File: src/fwlg_ram.sv
// ----------------------------------------------------------------------------
// fwlg_ram
// Generic single write port, single read port RAM with registered read.
// ----------------------------------------------------------------------------
module fwlg_ram #(
    parameter int WIDTH = 8,
    parameter int DEPTH = 16
) (
    input  logic                     i_clk,
    input  logic                     i_we,
    input  logic [$clog2(DEPTH)-1:0] i_waddr,
    input  logic [WIDTH-1:0]         i_wdata,
    input  logic [$clog2(DEPTH)-1:0] i_raddr,
    output logic [WIDTH-1:0]         o_rdata
);

    logic [WIDTH-1:0] r_mem [DEPTH];

    always_ff @(posedge i_clk) begin
        if (i_we) begin
            r_mem[i_waddr] <= i_wdata;
        end
        o_rdata <= r_mem[i_raddr];
    end

endmodule

File: config.mk
export PLATFORM = sky130hd
export DESIGN_NAME = fwlg_ram
export DESIGN_NICKNAME = d
export VERILOG_FILES = /design/src/fwlg_ram.sv
export SDC_FILE = /design/constraint.sdc
export NUM_CORES = 1
export LEC_CHECK = 0
export BUFFER_PORTS_ARGS = -buffer_cell sky130_fd_sc_hd__buf_2
export CAP_MARGIN = 20
export CORE_MARGIN = 8
export CORE_UTILIZATION = 45
export DETAILED_ROUTE_END_ITERATION = 7
export PLACE_DENSITY_LB_ADDON = 0.08
export SYNTH_ARGS = -nofsm -noshare
export SYNTH_HDL_FRONTEND = slang
export SYNTH_SLANG_ARGS = --single-unit
File: constraint.sdc
create_clock -name i_clk -period 1.7 [get_ports i_clk]
set_input_delay 0.17 -clock i_clk [delete_from_list [all_inputs] [get_ports i_clk]]
set_output_delay 0.17 -clock i_clk [all_outputs]
set_load 0.02 [all_outputs]
# --- After elaboration in Yosys (flattened, before gate mapping) ---
# Memories as Yosys holds them, arrays and structs flattened. A register that Yosys moved wholly into a read port is not among the register bits.
# Index checks and enable logic that the tools add are counted.
classes:
  n_mux: 2
ops:
  columns: ["operator", "n"]
  rows:
  - ["two-way mux 1 bit", 2]
totals:
  in_bits: 18
  mem_count: 1
  ramBits: 128
  register_bits: 0
memory_table:
  columns: ["memory", "depth", "width", "read_ports", "rd_clocked_by_memory_dff", "wr", "line_no", "text"]
  rows:
  - ["r_mem", 16, 8, 1, 1, 1, "17", "logic [WIDTH-1:0] r_mem [DEPTH];"]

# --- Longest topological paths before layout ---
logic_depth:
  word_depth: 2
  depth_mapped: 5
  mapped_depth_nobuf: 3

# --- Worst setup path before layout ---
# OpenSTA, ideal clock, no wires.
synth_path:
  path_kind: "in2reg"
  startpoint: "in i_waddr[2]"
  endpoint: "mem r_mem[0][0], enable pin"
  path_stages: 2
  required_time_ns: 1.317
  setup_time_ns: 0.383
  arrival_ns: 1.280
  n_path_buf: 0
  slack_ns: 0.037
  cell_sequence: "or3b_2 -> nor3_1"
synth_rtl:
  columns: ["item", "line_no", "text"]
  rows:
  - ["start, declared", "11", "input logic [$clog2(DEPTH)-1:0] i_waddr,"]
  - ["end, declared", "17", null]
# Straight into the memory's write port.

==> out/results.tsv <==
stage	metric	value	unit
status	run status	finished clean	
detailed_routing	vias post-DR	2447	
sta	Final TNS setup	0	ps
clock_network	# resized after CTS	0	
die	# rows	39	
worst_setup_path	r2r endpoint	o_rdata[2]	
synth	Yosys reg bits	136	
detailed_routing	top layer in use	met4	
place	I/O Buffers	25	
place	DP Area	0.00559	mm^2
synth	Post-Synthesis Cells	229	
clock_network	CTS tree	built	
synth	Post-synth top cells	edfxtp_1, mux4_2, a22oi_1, mux4_1, nor2_1	
detailed_routing	DRT iter0 DRCs	258	
clock_network	Num CTS Buffers	17	
detailed_routing	drt first pass iters	5	
worst_setup_path	Arrival @ worst endpoint	1660	ps
synth	largest area contributor in the netlist	edfxtp_1	
sta	Hold Vio Cnt, Final	0	
synth	mean post-synth cell area	22.5	um^2
sta	RSZ-0062 raised after global routing	false	
synth	synth top area cells	edfxtp_1, mux4_2, mux4_1	
worst_hold_path	Hold Crit Class	in2reg	
synth	ys async rst share	0	%
detailed_routing	DRC	0	
worst_hold_path	Hold Path Stages	1	
sta	fin crit period	1380	ps
cells_and_area	fillers	848	
pwr	peak supply drop	619	uV
cells_and_area	Non-Filler Instances	443	
clock_network	Clk Latency, worst-skew pair	400	ps
place	post-placement cell count	412	
grt	vias in the first global route	2594	
cells_and_area	FF+latch area	0.00400	mm^2
grt	initial antenna violation count	0	
sta	Final period util	81.2	%
clock_network	Root Driver	clkbuf_16	
clock_network	Worst-path clk slew	50	ps
sta	Slew Limit Fails	0	
synth	Synth Net Count	247	
worst_setup_path	reg2reg start	r_mem[6][2]	
synth	count leader, synth	edfxtp_1	
pwr	PD cells	1220	mW/mm^2
detailed_routing	routed length on met3	445	um
cells_and_area	area of the multi-input gates	0.00106	mm^2
worst_setup_path	WP data required	1980	ps
die	total core area	0.0113	mm^2
grt	Global Route Usage Sum	13.9	%
synth	Post-synth top flop	edfxtp_1	
clock_network	# hold bufs at CTS	0	
place	final weighted congestion in routability-driven placement	0.743	
synth	Netlist cell types	19	
cells_and_area	Layout Nets	306	
place	HPWL after DPL	6460	um
sta	Fin Clk Skew	5.24	ps
sta	Slew HR	76.5	%
worst_setup_path	worst reg2reg path depth	3	
clock_network	Setup Buffers After CTS	0	
cells_and_area	Area Growth Syn to Fin	19.4	%
worst_setup_path	crit path max fanout	1	
detailed_routing	wl on met1	4520	um
worst_setup_path	Critical path origin	r_mem[6][2]	
worst_setup_path	Setup crit start kind	flip-flop	
clock_network	CTS sink count	136	
die	full die area	0.0151	mm^2
worst_setup_path	critical path class	reg2reg	
die	IO Count	26	
synth	EDFF count, synth	128	
pwr	Leakage	2.12	nW
die	Initial Util	45.7	%
clock_network	CTS max path bufs	2	
sta	Least-Margin Pin Slew	353	ps
grt	global-route wire length before repair	14900	um
detailed_routing	average wire per standard cell	21.7	um
cells_and_area	fin area	0.00615	mm^2
worst_hold_path	hold path start	i_wdata[5]	
synth	register area share after synthesis	77.8	%
clock_network	CTS H-tree depth	4	
worst_setup_path	Setup crit end kind	flip-flop	
synth	area share of the leading cell type in the synthesized netlist	74.7	%
synth	synthesized area	0.00515	mm^2
detailed_routing	Via density	5.52	
sta	upper clock frequency limit	0.725	GHz
die	Die W	123	um
worst_setup_path	reg2reg setup slack	320	ps
worst_hold_path	WHS Endpoint	r_mem[6][5]	
die	Die Ht	123	um
synth	YS warnings	0	
job	total of max-cap violations	0	
grt	GRT overflow	0	
cells_and_area	final core occ	54.5	%
cells_and_area	share of layout cells above drive strength 1	33.0	%
sta	final setup fails	0	
detailed_routing	met2 WL post-DR	4550	um
cells_and_area	ANT cells	0	
detailed_routing	drt total wl	9600	um
grt	largest net degree at the start of global routing	33	
detailed_routing	Post-DRT Antenna Nets	0	
through the flow:
stage | power [mW] | setup slack (ps) | hold WS, ps
6_report | 7.53 | 320 | 159
5_1_grt | 7.77 | 252 | 156
4_1_cts | 7.60 | 311 | 150
3_5_place_dp | 4.23 | 23.0 | 574
3_3_place_gp | 4.23 | 29.6 | 570
2_1_floorplan | 4.05 | 37.1 | 269
cells by family after synthesis:
family / count (synthesis) / share of synthesized area, %
DFF: 136 / 77.8
and+or+nand+nor: 35 / 3.18
muxes: 32 / 15.0
AOI/OAI and AO/OA: 16 / 2.33
buffers and inverters: 10 / 1.68
sequential cells by signal, indices dropped and copies added (netlist names):
name	count
o_rdata	8
r_mem	128
layout make-up:
class	instances	share of cell area, %
timing repair buffer	50	5.70
clock inverter	9	1.20
clock buffer	22	7.88
multi-input combinational	83	17.2
tap	143	2.91
sequential	136	65.1
report_power, final:
part	leakage, nW	switching [mW]	internal, mW
registers	1.22	0.0222	3.75
clock network	0.285	1.23	2.14
logic	0.616	0.222	0.161
critical path: stages (launching register included):
cell and delay (ps):
edfxtp_1 370, mux4_1 520, a22oi_1 270, nand2_1 100
routing by layer:
layer / vias to the layer above / GRT usage [%]
met1: 1295 / 18.8
met4: 0 / 5.48
li1: 1088 / -
met5: - / 0
met2: 58 / 21.3
met3: 6 / 3.56
worst max path at each step:
| stage | slack (ps) | endpoint |
|---|---|---|
| after global routing | 250 | o_rdata[3] |
| after floorplan | 40 | r_mem[0][0] |
| after global placement | 30 | o_rdata[2] |
| after CTS | 310 | o_rdata[2] |
| final | 320 | o_rdata[2] |
| after detailed placement | 20 | o_rdata[2] |
placed cells by master, fill, tap and decap left out, drive strengths merged, types with 2 or more instances in the layout:
master	count
nor2	13
nand2b	2
nand3b	2
buf	50
edfxtp	128
clkinv	8
a22oi	16
dfxtp	8
clkbuf	22
nor3	4
nand2	9
mux4	32
Power figures use the tool's default switching activity.
