[config.mk]
export PLATFORM = sky130hd
export DESIGN_NAME = fwlg_row_light
export DESIGN_NICKNAME = d
export VERILOG_FILES = /design/src/fwlg_pkg.sv /design/src/fwlg_row_light.sv
export SDC_FILE = /design/constraint.sdc
export NUM_CORES = 1
export LEC_CHECK = 0
export ABC_AREA = 1
export BUFFER_PORTS_ARGS = -buffer_cell sky130_fd_sc_hd__buf_2
export CAP_MARGIN = 25
export CORE_AREA = 4 4 157 159
export DETAILED_ROUTE_END_ITERATION = 16
export DIE_AREA = 0 0 161 163
export PLACE_DENSITY = 0.55
export SKIP_LAST_GASP = 1
export SLEW_MARGIN = 10
export SYNTH_ARGS = -nofsm -noshare
export SYNTH_HDL_FRONTEND = slang
export SYNTH_SLANG_ARGS = --single-unit
[constraint.sdc]
create_clock -name vclk -period 1.35
set_clock_uncertainty 0.1 [all_clocks]
set_input_delay 0.2025 -clock vclk [all_inputs]
set_output_delay 0.2025 -clock vclk [all_outputs]
set_load 0.1 [all_outputs]
[src/fwlg_pkg.sv]
// ----------------------------------------------------------------------------
// fwlg_pkg
// Shared sizes, row word layout, command codes and register helpers for the
// wall lighting grid.
// ----------------------------------------------------------------------------
package fwlg_pkg;

    localparam int unsigned MAX_COLS = 64;
    localparam int unsigned MAX_ROWS = 64;

    localparam int COL_W  = $clog2(MAX_COLS);
    localparam int ROW_W  = $clog2(MAX_ROWS);
    localparam int DIM_W  = 7;
    localparam int WIDE_W = ((COL_W > ROW_W) ? COL_W : ROW_W) + 1;
    // bounds reach col + radius + 1, which needs 8 bits
    localparam int BND_W  = (WIDE_W > 8) ? WIDE_W : 8;

    localparam logic [2:0] CMD_SET_TRANS = 3'd0;
    localparam logic [2:0] CMD_SET_LIT   = 3'd1;
    localparam logic [2:0] CMD_READ      = 3'd2;
    localparam logic [2:0] CMD_CLEAR     = 3'd3;
    localparam logic [2:0] CMD_RUN       = 3'd4;

    localparam logic REG_MAP_WIDTH  = 1'b0;
    localparam logic REG_MAP_HEIGHT = 1'b1;

    // one grid row per memory word
    typedef struct packed {
        logic [MAX_COLS-1:0] lit;
        logic [MAX_COLS-1:0] trans;
    } t_row;

    // clipped window along one axis: viewpoint position and [lo, hi)
    typedef struct packed {
        logic [BND_W-1:0] pos;
        logic [BND_W-1:0] lo;
        logic [BND_W-1:0] hi;
    } t_span;

    // zero reads as one, saturate at the store size
    function automatic logic [DIM_W-1:0] clip_dim(input logic [DIM_W-1:0] v,
                                                  input int unsigned maxv);
        logic [DIM_W-1:0] d;
        d = v;
        if (d == '0) begin
            d = DIM_W'(1);
        end
        if (32'(d) > maxv) begin
            d = DIM_W'(maxv);
        end
        return d;
    endfunction

endpackage

[src/fwlg_row_light.sv]
// ----------------------------------------------------------------------------
// fwlg_row_light
// Lights the opaque cells of one row from lit transparent neighbors that lie
// toward the viewpoint: same row, the source row, and its diagonal.
// ----------------------------------------------------------------------------
module fwlg_row_light (
    input  fwlg_pkg::t_row  i_cur,
    input  fwlg_pkg::t_row  i_src,
    input  logic            i_has_src,
    input  fwlg_pkg::t_span i_span,
    output fwlg_pkg::t_row  o_row
);
    import fwlg_pkg::*;

    logic [MAX_COLS-1:0] w_lt;
    logic [MAX_COLS-1:0] w_gt;
    logic [MAX_COLS-1:0] w_win;
    logic [MAX_COLS-1:0] w_sp_cur;
    logic [MAX_COLS-1:0] w_sp_src;
    logic [MAX_COLS-1:0] w_horz;
    logic [MAX_COLS-1:0] w_vert;
    logic [MAX_COLS-1:0] w_diag;

    always_comb begin
        for (int k = 0; k < MAX_COLS; k++) begin
            w_lt[k]  = BND_W'(k) < i_span.pos;
            w_gt[k]  = BND_W'(k) > i_span.pos;
            w_win[k] = (BND_W'(k) >= i_span.lo) && (BND_W'(k) < i_span.hi);
        end
    end

    assign w_sp_cur = i_cur.trans & i_cur.lit;
    assign w_sp_src = i_src.trans & i_src.lit;

    // source sits one column nearer the viewpoint column
    assign w_horz = (w_lt & (w_sp_cur >> 1)) | (w_gt & (w_sp_cur << 1));
    assign w_vert = i_has_src ? w_sp_src : '0;
    assign w_diag = i_has_src ? ((w_lt & (w_sp_src >> 1)) | (w_gt & (w_sp_src << 1))) : '0;

    assign o_row.trans = i_cur.trans;
    assign o_row.lit   = i_cur.lit | (w_win & ~i_cur.trans & (w_horz | w_vert | w_diag));

endmodule

### Yosys cells after proc, flatten, opt, wreduce, memory -nomap -nowiden

Cells that the tools add are included.

| operators by class | value |
|---|---|
| muxes and demuxes | 2 |
| bitwise logic cells | 14 |
| reductions and logical operators | 64 |
| order comparisons | 256 |

Operators with widths:

| operator | number |
|---|---|
| $lt 6x8->1 const A | 64 |
| $and 64x64->64 | 6 |
| $or 64x64->64 | 5 |
| $ge 6x8->1 const A | 32 |
| $gt 6x8->1 const A | 32 |
| $lt 5x8->1 const A | 32 |
| $and 64x63->64 | 2 |
| $ge 5x8->1 const A | 16 |
| $gt 5x8->1 const A | 16 |
| $lt 4x8->1 const A | 16 |
| $mux 64 | 2 |
| $ge 4x8->1 const A | 8 |
| $gt 4x8->1 const A | 8 |
| $logic_and 1x1->1 | 64 |
| $lt 3x8->1 const A | 8 |
| $not 64->64 | 1 |
| $ge 3x8->1 const A | 4 |
| $gt 3x8->1 const A | 4 |
| $lt 1x8->1 const A | 4 |
| $lt 2x8->1 const A | 4 |
| $ge 1x8->1 const A | 2 |
| $ge 2x8->1 const A | 2 |
| $gt 1x8->1 const A | 2 |
| $gt 2x8->1 const A | 2 |

| word-level totals | value |
|---|---|
| flip-flop bits (word level) | 0 |
| output and inout bits | 128 |

### Depth between registers and ports, before layout

Gate-level depths: netlist (run 1).

| depth | value |
|---|---|
| depth after elaboration | 7 |
| depth in mapped cells | 11 |
| gate-level depth less buffers | 10 |

### Worst setup path before layout (run 1)

No wires, ideal clock.

| timing | value |
|---|---|
| kind | input port to output port |
| start | input port i_span[18] (netlist name) |
| end | output port o_row[74] (netlist name) |
| setup slack | -0.679 ns |
| path buffers | 1 |
| arrival time | 1.727 ns |
| required time | 1.048 ns |
| stages | 10 |
| cell sequence | buf_4 nor2_1 nor2_1 nor2_2 nand2_1 nand2_1 nand2_1 nand2_1 nand2_1 nand2_1 |

RTL lines:

| element | line | RTL |
|---|---|---|
| from (decl) | fwlg_row_light.sv:10 | `input fwlg_pkg::t_span i_span,` |
| to (decl) | fwlg_row_light.sv:11 | `output fwlg_pkg::t_row o_row` |

==> results.txt, run 1 <==
----------------------------------------------------
[Global route]
  Global-route wire length before repair ... 62,520 um
  Number of global-route vias before repair ... 11,008
  Number of antenna violations at the first check in global routing ... 1
  Overall track demand over capacity in global routing ... 30.44%
  Pin count of the biggest net entering global routing ... 25
  Residual overflow from global routing ... 0

[Outcome]
  Status ... finished, violations left
  Failing checks ... setup timing

[Worst setup path]
  Standard cell with the maximum stage delay on the critical path ... sky130_fd_sc_hd__o21ai_2
  Family of cells with the greatest summed delay on the critical path ... simple AND/OR/NAND/NOR gates
  Series of cell instances along the critical path ... buf_6 > nor2_4 > buf_6 > nand3_4 > o21ai_2 > buf_6 > nand2_4 > nor2_4 > nand2_2 > nand2_8 > buf_12
  Endpoint arrival time on the critical path ... 1.62 ns
  Critical path class ... input pin to output port
  Timing endpoint of the critical path ... o_row[97]
  Critical Path Sink Type ... output port
  Worst setup path startpoint ... i_span[14]
  Longest individual stage delay on the worst path ... 0.19 ns
  Cell with the most instances on the worst path ... sky130_fd_sc_hd__buf_6
  Critical path required time ... between 1 and 1.5 ns
  Largest fanout on the critical path ... 7
  Total stage count of the critical path ... 11
  CP startpoint kind ... input pin
  Number of buffer and inverter stages on the critical path ... 4

[Timing]
  Worst slew margin relative to its limit ... approximately two thirds
  Least-Margin Pin Slew ... 0.5041 ns
  FMAX ... 519.2 MHz
  Final setup fails ... 64
  Final hold violation count ... 0
  Final Critical Period ... roughly 1.9 ns
  Post-route worst setup slack ... -0.5761 ns
  Crit share post-route ... 142.7%
  Unrepaired setup endpoints after global routing ... yes
  Max-slew violation total from the final report ... 0

[Logic synthesis]
  Cell taking the most area after synthesis ... sky130_fd_sc_hd__nand2_1
  Synth cell count leaders ... sky130_fd_sc_hd__nand2_1, sky130_fd_sc_hd__inv_1, sky130_fd_sc_hd__nand3_1
  Top cell type's share of synthesized area ... between 20% and 30%
  Number of nets in the synthesized netlist ... around 1,500
  Cell types occupying the most area after synthesis ... sky130_fd_sc_hd__nand2_1, sky130_fd_sc_hd__nand3_1, sky130_fd_sc_hd__inv_1
  Avg Synthesized Cell Area ... around 4.6 sq um
  Number of unique standard cell types used by synthesis ... 36
  Instance count of the mapped netlist ... about 1,200
  Library cell with the highest instance count after synthesis ... sky130_fd_sc_hd__nand2_1
  Sequential area share after synthesis ... 0%
  Number of warnings printed during yosys synthesis ... 0
  Syn Std Cell Area ... approximately 5500 sq um

[Drt]
  Via total after detailed routing ... around 11,000
  Total length of routed wires ... about 43,000 um
  DR vias/cell ... between 4 and 5
  Average wire length per cell after detail routing ... 19.06 um
  Post-detailed-route count of antenna-violating nets ... 0
  Post-route DRC violation count ... 0
  Count of routing violations after the opening detailed-route iteration ... just under 600
  Number of detailed-route iterations in the first pass ... 7

[Power and ir drop]
  Switching share of power ... between 50% and 60%
  Fraction of power consumed by combinational cells ... 100.0%
  Max VDD drop ... a little under 300 uV
  P_sw ... around 3800 uW
  Lkg Pwr ... between 0.007 and 0.008 uW
  Power density over the cells ... ~410 nW/um^2
  Clock group share of total power ... 0%
  Internal power ... 2581 uW
  Part of the total power dissipated in sequential elements ... 0%
  Total Power ... 6428 uW

[Place]
  GPL Wtd Cong ... between 0.9 and 1
  Total of buffers placed on input and output ports ... around 410
  Post-detailed-placement half-perimeter wirelength ... roughly 36,000 um
  Minimum setup slack after placement ... -0.8087 ns
  Instance area at placement ... 13,390 sq um

[Finish]
  Sequential cell area in the final layout ... 0 sq um
  Final design area excluding fillers ... 15,580 sq um
  Final layout net count ... between 2,000 and 2,500
  Seq cells ... 0
  FILL cells ... around 2,000
  Proportion of layout cells with a drive suffix above 1 ... between 60% and 70%
  Area occupied by multi-input gates ... 6953 sq um
  P&R area growth vs syn ... 180.9%
  Clock buffer count in the final layout ... 0

[Floorplanning]
  Core Rows ... 56
  Horizontal die dimension ... around 160 um
  Initial core utilization ... a little under a quarter
  Number of top-level design ports ... 409
  Die Ht ... approximately 160 um
  Die area ... roughly 26,000 sq um
  Core Box Area ... 23,260 sq um

[Run]
  Max-capacitance violation count ... 0

[Min path]
  Hold WC Path Type ... input pin to output port

[CTS]
  Hold-fix buffers at CTS ... 0

----------------------------------------------------
-- area by class of cell --
type	count	share of cell area (%)
repair buffers	802	47.85
inverters	180	4.882
multi-input cells	939	44.62
diodes	1	0.01606
well taps	319	2.561
repair inverters	2	0.07227
-- logic make-up (layout without fill, tap and decap cells) --
logic type | count (synthesis) | count (layout) | synth area share [%]
buffers and inverters | 272 | 984 | 24.00
other | 0 | 1 | 0
AOI/OAI and AO/OA | 163 | 163 | 16.47
and+or+nand+nor | 774 | 776 | 59.53
-- how the worst min path moves through the flow --
stage | slack, ns | startpoint | endpoint | depth (start not counted)
CTS | 0.59 | i_cur[32] | o_row[32] | 2
global route | 0.60 | i_cur[32] | o_row[32] | 2
global placement | 0.59 | i_cur[32] | o_row[32] | 2
finish | 0.59 | i_cur[32] | o_row[32] | 2
detailed placement | 0.59 | i_cur[32] | o_row[32] | 2
floorplan | 0.52 | i_cur[0] | o_row[0] | 1
-- timing repair --
action	CTS	global route
pin swaps	143	118
setup endpoints to repair	64	64
gates resized for setup	313	166
gates cloned	7	2
setup buffers	14	18
-- routing by layer --
layer	GRT usage [%]	vias to the layer above	wire length [um]
li1	-	5238	-
met1	37.52	5037	16880
met2	55.60	498	21470
met3	5.037	69	3267
met4	6.747	0	1131
met5	0	-	0
-- power groups by stage --
| stage | Sequential, uW | Combinational [uW] | Clock (uW) |
|---|---|---|---|
| finish | 0 | 6430 | 0.0000990 |
| global route | 0 | 6700 | 0.0000990 |
| CTS | 0 | 6130 | 0 |
| detailed placement | 0 | 5690 | 0 |
| global placement | 0 | 5660 | 0 |
| floorplan | 0 | 3150 | 0 |
-- placed cells by master (no fill, tap or decap), drive strengths merged --
| cell | synthesis | final |
|---|---|---|
| a21boi | 8 | 8 |
| nand3b | 5 | 5 |
| buf | 90 | 799 |
| a211oi | 4 | 4 |
| o22ai | 5 | 5 |
| o21ai | 77 | 77 |
| nor3 | 25 | 25 |
| inv | 178 | 176 |
| clkbuf | 2 | 2 |
| or2 | 1 | 1 |
| bufbuf | 0 | 1 |
| clkinv | 2 | 4 |
| o21a | 1 | 1 |
| a21o | 4 | 4 |
| a31oi | 1 | 1 |
| nand3 | 170 | 170 |
| o211ai | 13 | 13 |
| a21oi | 50 | 50 |
| nor2 | 123 | 123 |
| diode | 0 | 1 |
| nor4 | 2 | 2 |
| clkinvlp | 0 | 2 |
| nand2 | 441 | 443 |
| nand4 | 7 | 7 |
-- stage by stage --
step	setup TNS (ns)	instances	utilization, %	hold WS [ns]
after detailed placement	-38.51	2204	57.54	0.5906
after CTS	-29.18	2222	63.42	0.5911
after global routing	-34.12	2243	66.99	0.5973
after global placement	-37.93	2204	57.54	0.5877
after floorplan	-8.861	1209	-	0.5165
final	-30.75	2243	66.99	0.5897
Power figures use the tool's default switching activity.
==> inputs of run 2 (changes only) <==
- CELL_PAD_IN_SITES_DETAIL_PLACEMENT: unset -> 1
- CELL_PAD_IN_SITES_GLOBAL_PLACEMENT: unset -> 2
- CORE_AREA: 4 4 157 159 -> unset
- CORE_MARGIN: unset -> 4
- CORE_UTILIZATION: unset -> 16
- DIE_AREA: 0 0 161 163 -> unset
- PLACE_DENSITY: 0.55 -> 0.83
==> run 2 against run 1 <==
  * First-iteration DRC count up 0.34%
  * The flow still finishes with violations (setup timing)
  * Critical path depth is 1 lower
  * Hold slack improved by 0.0038 ns
==> results.txt, run 2 (synthesized netlist as in run 1, its figures left out) <==
----------------------------------------------------
[Power and ir drop]
  Part of the total power dissipated in sequential elements ... 0%
  Clock group share of total power ... 0%
  Total Power ... around 6700 uW
  Power density over the cells ... approximately 420 nW/um^2
  Lkg Pwr ... approximately 0.0080 uW
  Internal power ... approximately 2600 uW
  Switching share of power ... between 60% and 70%
  Max VDD drop ... between 200 and 250 uV
  Fraction of power consumed by combinational cells ... 100.0%
  P_sw ... 4069 uW

[Outcome]
  Status ... finished, violations left
  Failing checks ... setup timing

[Min path]
  Hold WC Path Type ... input pin to output port
  Launch instance of the worst min-delay path ... i_cur[60]
  Endpoint of the worst hold path ... o_row[60]
  Count of cells along the worst hold path ... 2

[Global route]
  Number of antenna violations at the first check in global routing ... 7
  Number of global-route vias before repair ... between 10,000 and 15,000
  Residual overflow from global routing ... 0
  Overall track demand over capacity in global routing ... between 20% and 30%
  Pin count of the biggest net entering global routing ... 19
  Global-route wire length before repair ... 73,020 um

[Drt]
  DR WL met3 ... 4180 um
  Top metal layer carrying routed signals ... met5
  Total length of routed wires ... ~54,000 um
  Number of detailed-route iterations in the first pass ... 5
  DR vias/cell ... between 4 and 5
  Post-route DRC violation count ... 0
  Post-detailed-route count of antenna-violating nets ... 0
  Routed length on met2 ... roughly 27,000 um
  Via total after detailed routing ... roughly 12,000
  Count of routing violations after the opening detailed-route iteration ... 584
  Post-route met1 wirelength ... 19,410 um
  Average wire length per cell after detail routing ... about 23 um

[Timing]
  Final setup fails ... 64
  Max-slew violation total from the final report ... 0
  Worst hold margin ... 0.5935 ns
  Least-Margin Pin Slew ... 0.6353 ns
  FMAX ... about 500 MHz
  Worst slew margin relative to its limit ... 57.20%
  Post-route worst setup slack ... -0.6800 ns
  Final hold violation count ... 0
  Crit share post-route ... 150.4%
  Unrepaired setup endpoints after global routing ... yes
  Final Critical Period ... a little over 2 ns

[Finish]
  Final layout net count ... between 2,000 and 2,500
  P&R area growth vs syn ... 186.6%
  Most common library cell in the layout ignoring fill and taps ... sky130_fd_sc_hd__buf_4
  Commonest non-fill, non-tap cells in the layout ... sky130_fd_sc_hd__buf_4, sky130_fd_sc_hd__buf_2, sky130_fd_sc_hd__nand2_1, sky130_fd_sc_hd__buf_12, sky130_fd_sc_hd__inv_1
  Proportion of layout cells with a drive suffix above 1 ... between 60% and 70%
  Clock buffer count in the final layout ... 0
  Seq cells ... 0
  Sequential cell area in the final layout ... 0 sq um

[Worst setup path]
  Endpoint arrival time on the critical path ... approximately 1.7 ns
  CP startpoint kind ... input pin
  Largest fanout on the critical path ... 6
  Critical path class ... input pin to output port
  Critical path required time ... between 1 and 1.5 ns
  Critical Path Sink Type ... output port

[Floorplanning]
  Core Box Area ... around 34,000 sq um
  Die Ht ... just under 200 um
  Initial core utilization ... between 10% and 20%
  Horizontal die dimension ... roughly 190 um
  Core Rows ... 67
  Die area ... ~38,000 sq um
  Number of top-level design ports ... 409

[Place]
  GPL Wtd Cong ... around 1.1
  Post-detailed-placement half-perimeter wirelength ... around 42,000 um
  Total of buffers placed on input and output ports ... approximately 410

[Run]
  Max-capacitance violation count ... 0

[CTS]
  Hold-fix buffers at CTS ... 0

----------------------------------------------------
## run 2: worst max path at each step
stage,endpoint,cells after the start,start
6_report,o_row[85],10,i_span[15]
5_1_grt,o_row[85],10,i_span[15]
4_1_cts,o_row[70],10,i_span[15]
3_5_place_dp,o_row[96],10,i_span[14]
3_3_place_gp,o_row[90],11,i_span[18]
2_1_floorplan,o_row[80],9,i_span[14]
## run 2: power by group through the flow
stage	combinational, uW	clock, uW	sequential [uW]
floorplan	3150	0	0
detailed placement	5730	0	0
CTS	6140	0	0
finish	6670	0.000298	0
global placement	5650	0	0
global route	6930	0.000199	0
## run 2: stage by stage
| step | setup slack (ns) | utilization [%] | cells | setup TNS (ns) | cell area (sq um) |
|---|---|---|---|---|---|
| 6_report | -0.6800 | 46.94 | 2354 | -34.22 | 15900 |
| 5_1_grt | -0.7147 | 46.94 | 2353 | -36.79 | 15900 |
| 4_1_cts | -0.5492 | 43.26 | 2326 | -30.36 | 14650 |
| 3_5_place_dp | -0.8205 | 39.51 | 2301 | -40.14 | 13380 |
| 3_3_place_gp | -0.7839 | 39.51 | 2301 | -38.50 | 13380 |
| 2_1_floorplan | -0.2060 | - | 1209 | -8.861 | 7015 |
## run 2: layer usage
layer	track usage, %	vias up
met4	9.010	8
met3	5.109	218
met5	0	-
met2	44.73	588
li1	-	5203
met1	28.08	5537
## run 2: cell type report
cell class	count	area, sq um
well taps	448	560.5
inverters	180	773.2
repair inverters	1	8.758
multi-input cells	939	7057
repair buffers	783	7492
fillers	4110	17970
diodes	3	7.507
## run 2: critical path, stage by stage
cell                       delay (ns)
sky130_fd_sc_hd__buf_6           0.10
sky130_fd_sc_hd__nor2_4          0.19
sky130_fd_sc_hd__nand2_4         0.14
sky130_fd_sc_hd__clkinv_4        0.12
sky130_fd_sc_hd__buf_4           0.13
sky130_fd_sc_hd__o21ai_0         0.14
sky130_fd_sc_hd__nor3_1          0.24
sky130_fd_sc_hd__nand2_1         0.19
sky130_fd_sc_hd__nand2_8         0.10
sky130_fd_sc_hd__buf_12          0.17
## run 2: timing repair
item                                    4_1_cts  5_1_grt
pin swaps                                   123      139
resized for setup                           272      266
endpoints found under the setup margin       64       64
hold endpoints to repair                      0        0
setup buffers                                24       25
cloned                                        3        5
==> inputs of run 3 (changes only) <==
- ABC_AREA: 1 -> 0
- PLACE_DENSITY: 0.83 -> 0.79
- clock period: 1.35 -> 1.85 ns (I/O delays scaled with it)
==> run 3 against run 2 <==
  * The flow still finishes with violations (setup timing)
  * Hold slack better by 0.22 ns
  * Critical path type unchanged
  * Largest power group unchanged
  * Non-clock buffer count up 83
  * Combinational power down 29%
  * Critical path depth is the same
  * Utilization decreased by 0.64 points
  * First-iteration DRC count shrank 20%
  * Synthesized cell count is 34% lower
  * Sequential share of layout area unchanged
  * Count of clock-buffer cells in the layout stayed put
  * Design area is 11% lower
  * Wire length is 6.6% lower
==> results.txt, run 3 <==
----------------------------------------------------
[Global route]
  Global-route wire length before repair ... 69,610 um
  Number of global-route vias before repair ... between 10,000 and 15,000
  Residual overflow from global routing ... 0
  Overall track demand over capacity in global routing ... between 20% and 30%
  Pin count of the biggest net entering global routing ... 16
  Number of antenna violations at the first check in global routing ... 2

[Power and ir drop]
  P_sw ... 2840 uW
  Part of the total power dissipated in sequential elements ... 0%
  Clock group share of total power ... 0%
  Total Power ... between 4000 and 5000 uW
  Power density over the cells ... 333.7 nW/um^2
  Max VDD drop ... 207.3 uV
  Fraction of power consumed by combinational cells ... 100.0%
  Lkg Pwr ... between 0.006 and 0.007 uW
  Internal power ... ~1900 uW
  Switching share of power ... approximately three fifths

[Outcome]
  Failing checks ... setup timing
  Status ... finished, violations left

[Timing]
  Post-route worst setup slack ... -0.5492 ns
  Unrepaired setup endpoints after global routing ... yes
  Final hold violation count ... 0
  Crit share post-route ... 129.7%
  FMAX ... approximately 420 MHz
  Max-slew violation total from the final report ... 0
  Least-Margin Pin Slew ... about 0.6 ns
  Worst slew margin relative to its limit ... 58.83%
  Final Critical Period ... approximately 2.4 ns
  Final setup fails ... between 60 and 70
  Post-route setup TNS ... -25.82 ns

[Place]
  Placed insts ... about 1,900
  Instance area at placement ... around 12,000 sq um
  Total of buffers placed on input and output ports ... 409
  GPL Wtd Cong ... a little over 1
  Post-detailed-placement half-perimeter wirelength ... just over 40,000 um

[Worst setup path]
  Endpoint arrival time on the critical path ... 2.02 ns
  Critical path class ... input pin to output port
  Critical path required time ... about 1.5 ns
  Critical Path Sink Type ... output port
  Standard cell with the maximum stage delay on the critical path ... sky130_fd_sc_hd__or3_4
  Cell with the most instances on the worst path ... sky130_fd_sc_hd__buf_12
  Number of buffer and inverter stages on the critical path ... 5
  Series of cell instances along the critical path ... buf_12 > buf_8 > buf_12 > nor3_4 > buf_12 > o21ai_4 > nor2b_4 > or3_4 > a21o_4 > buf_12
  Largest fanout on the critical path ... 6
  Family of cells with the greatest summed delay on the critical path ... simple AND/OR/NAND/NOR gates
  Longest individual stage delay on the worst path ... between 0.3 and 0.4 ns
  CP startpoint kind ... input pin

[Drt]
  Via total after detailed routing ... around 10,000
  DR vias/cell ... 5.231
  Average wire length per cell after detail routing ... 25.84 um
  Count of routing violations after the opening detailed-route iteration ... between 400 and 500
  Post-route DRC violation count ... 0
  Post-detailed-route count of antenna-violating nets ... 0
  Total length of routed wires ... around 50,000 um
  Number of detailed-route iterations in the first pass ... 7

[Finish]
  Seq cells ... 0
  Most common library cell in the layout ignoring fill and taps ... sky130_fd_sc_hd__buf_4
  Final layout net count ... 1,823
  P&R area growth vs syn ... 186.3%
  Clock buffer count in the final layout ... 0
  Sequential cell area in the final layout ... 0 sq um
  Final design area excluding fillers ... between 10,000 and 15,000 sq um
  Proportion of layout cells with a drive suffix above 1 ... 76.04%
  Commonest non-fill, non-tap cells in the layout ... sky130_fd_sc_hd__buf_4, sky130_fd_sc_hd__buf_2, sky130_fd_sc_hd__buf_12, sky130_fd_sc_hd__buf_6, sky130_fd_sc_hd__nand2_1
  Non-filler instance count after layout ... between 1,500 and 2,000
  Core utilization of the finished layout ... a little under half

[Logic synthesis]
  Avg Synthesized Cell Area ... roughly 6.2 sq um
  Instance count of the mapped netlist ... approximately 800
  Synth cell count leaders ... sky130_fd_sc_hd__a21oi_1, sky130_fd_sc_hd__nand2_1, sky130_fd_sc_hd__buf_4
  Library cell with the highest instance count after synthesis ... sky130_fd_sc_hd__a21oi_1
  Number of nets in the synthesized netlist ... about 1,100
  Number of unique standard cell types used by synthesis ... between 70 and 80
  Number of warnings printed during yosys synthesis ... 0
  Syn Std Cell Area ... about 4900 sq um
  Sequential area share after synthesis ... 0%
  Top cell type's share of synthesized area ... around a tenth
  Cell types occupying the most area after synthesis ... sky130_fd_sc_hd__buf_4, sky130_fd_sc_hd__a21oi_1, sky130_fd_sc_hd__o21ai_0
  Cell taking the most area after synthesis ... sky130_fd_sc_hd__buf_4

[Floorplanning]
  Initial core utilization ... ~16%
  Die area ... ~34,000 sq um
  Number of top-level design ports ... 409
  Horizontal die dimension ... approximately 180 um
  Core Box Area ... 30,510 sq um
  Core Rows ... 64
  Die Ht ... roughly 180 um

[Run]
  Max-capacitance violation count ... 0

[Min path]
  Hold WC Path Type ... input pin to output port

----------------------------------------------------
run 3: cell types whose count changed in the layout (fill, tap and decap cells not counted), sizes merged, moves of 21 or more:
cell   previous run  this run
buf             779       862
nor2            123        57
a31oi             1        22
inv             177        12
nand2           443        74
nand3           170        39
a32oi             0        26
a21oi            50        81
run 3: logic make-up (layout without fill, tap and decap cells):
family | Yosys count | in the layout | share of synthesized area (%)
AOI/OAI and AO/OA | 375 | 375 | 53.20
buffers and inverters | 141 | 878 | 16.89
muxes | 5 | 5 | 1.040
other | 0 | 1 | 0
and+or+nand+nor | 281 | 282 | 28.88
run 3: area by class of cell:
| cell class | instances | area (sq um) |
|---|---|---|
| fillers | 3634 | 16380 |
| repair buffers | 866 | 7208 |
| multi-input cells | 662 | 6377 |
| well taps | 396 | 495.5 |
| inverters | 12 | 45.04 |
| diodes | 1 | 2.502 |
run 3: timing repair:
action,in CTS,in global routing
resized for setup,256,141
hold buffers,0,0
pin swaps,92,93
buffers inserted,42,32
endpoints found under the setup margin,64,64
gates cloned,2,3
run 3: worst paths after layout:
check / from / endpoint / cells past startpoint
worst max-delay path: i_span[22] / o_row[91] / 10
worst min-delay path: i_cur[66] / o_row[66] / 3
run 3: per-layer routing:
layer	vias to the layer above	track usage (%)	routed length, um
met5	-	0	0
met4	0	8.462	1924
met3	88	4.472	3218
met2	473	47.11	24280
met1	4998	34.25	20630
li1	4574	-	-
run 3: power by group through the flow:
stage | Clock, uW | Sequential (uW) | Combinational [uW]
floorplan | 0 | 0 | 2320
global placement | 0 | 0 | 4110
detailed placement | 0 | 0 | 4150
CTS | 0 | 0 | 4490
global route | 0.0000723 | 0 | 4880
finish | 0.0000723 | 0 | 4720
run 3: metrics by stage:
| stage | setup WS [ns] | hold WS (ns) |
|---|---|---|
| floorplan | -0.9082 | 0.6536 |
| global placement | -0.8256 | 0.8049 |
| detailed placement | -0.7733 | 0.8073 |
| CTS | -0.5911 | 0.8060 |
| global route | -0.5656 | 0.8239 |
| finish | -0.5492 | 0.8114 |
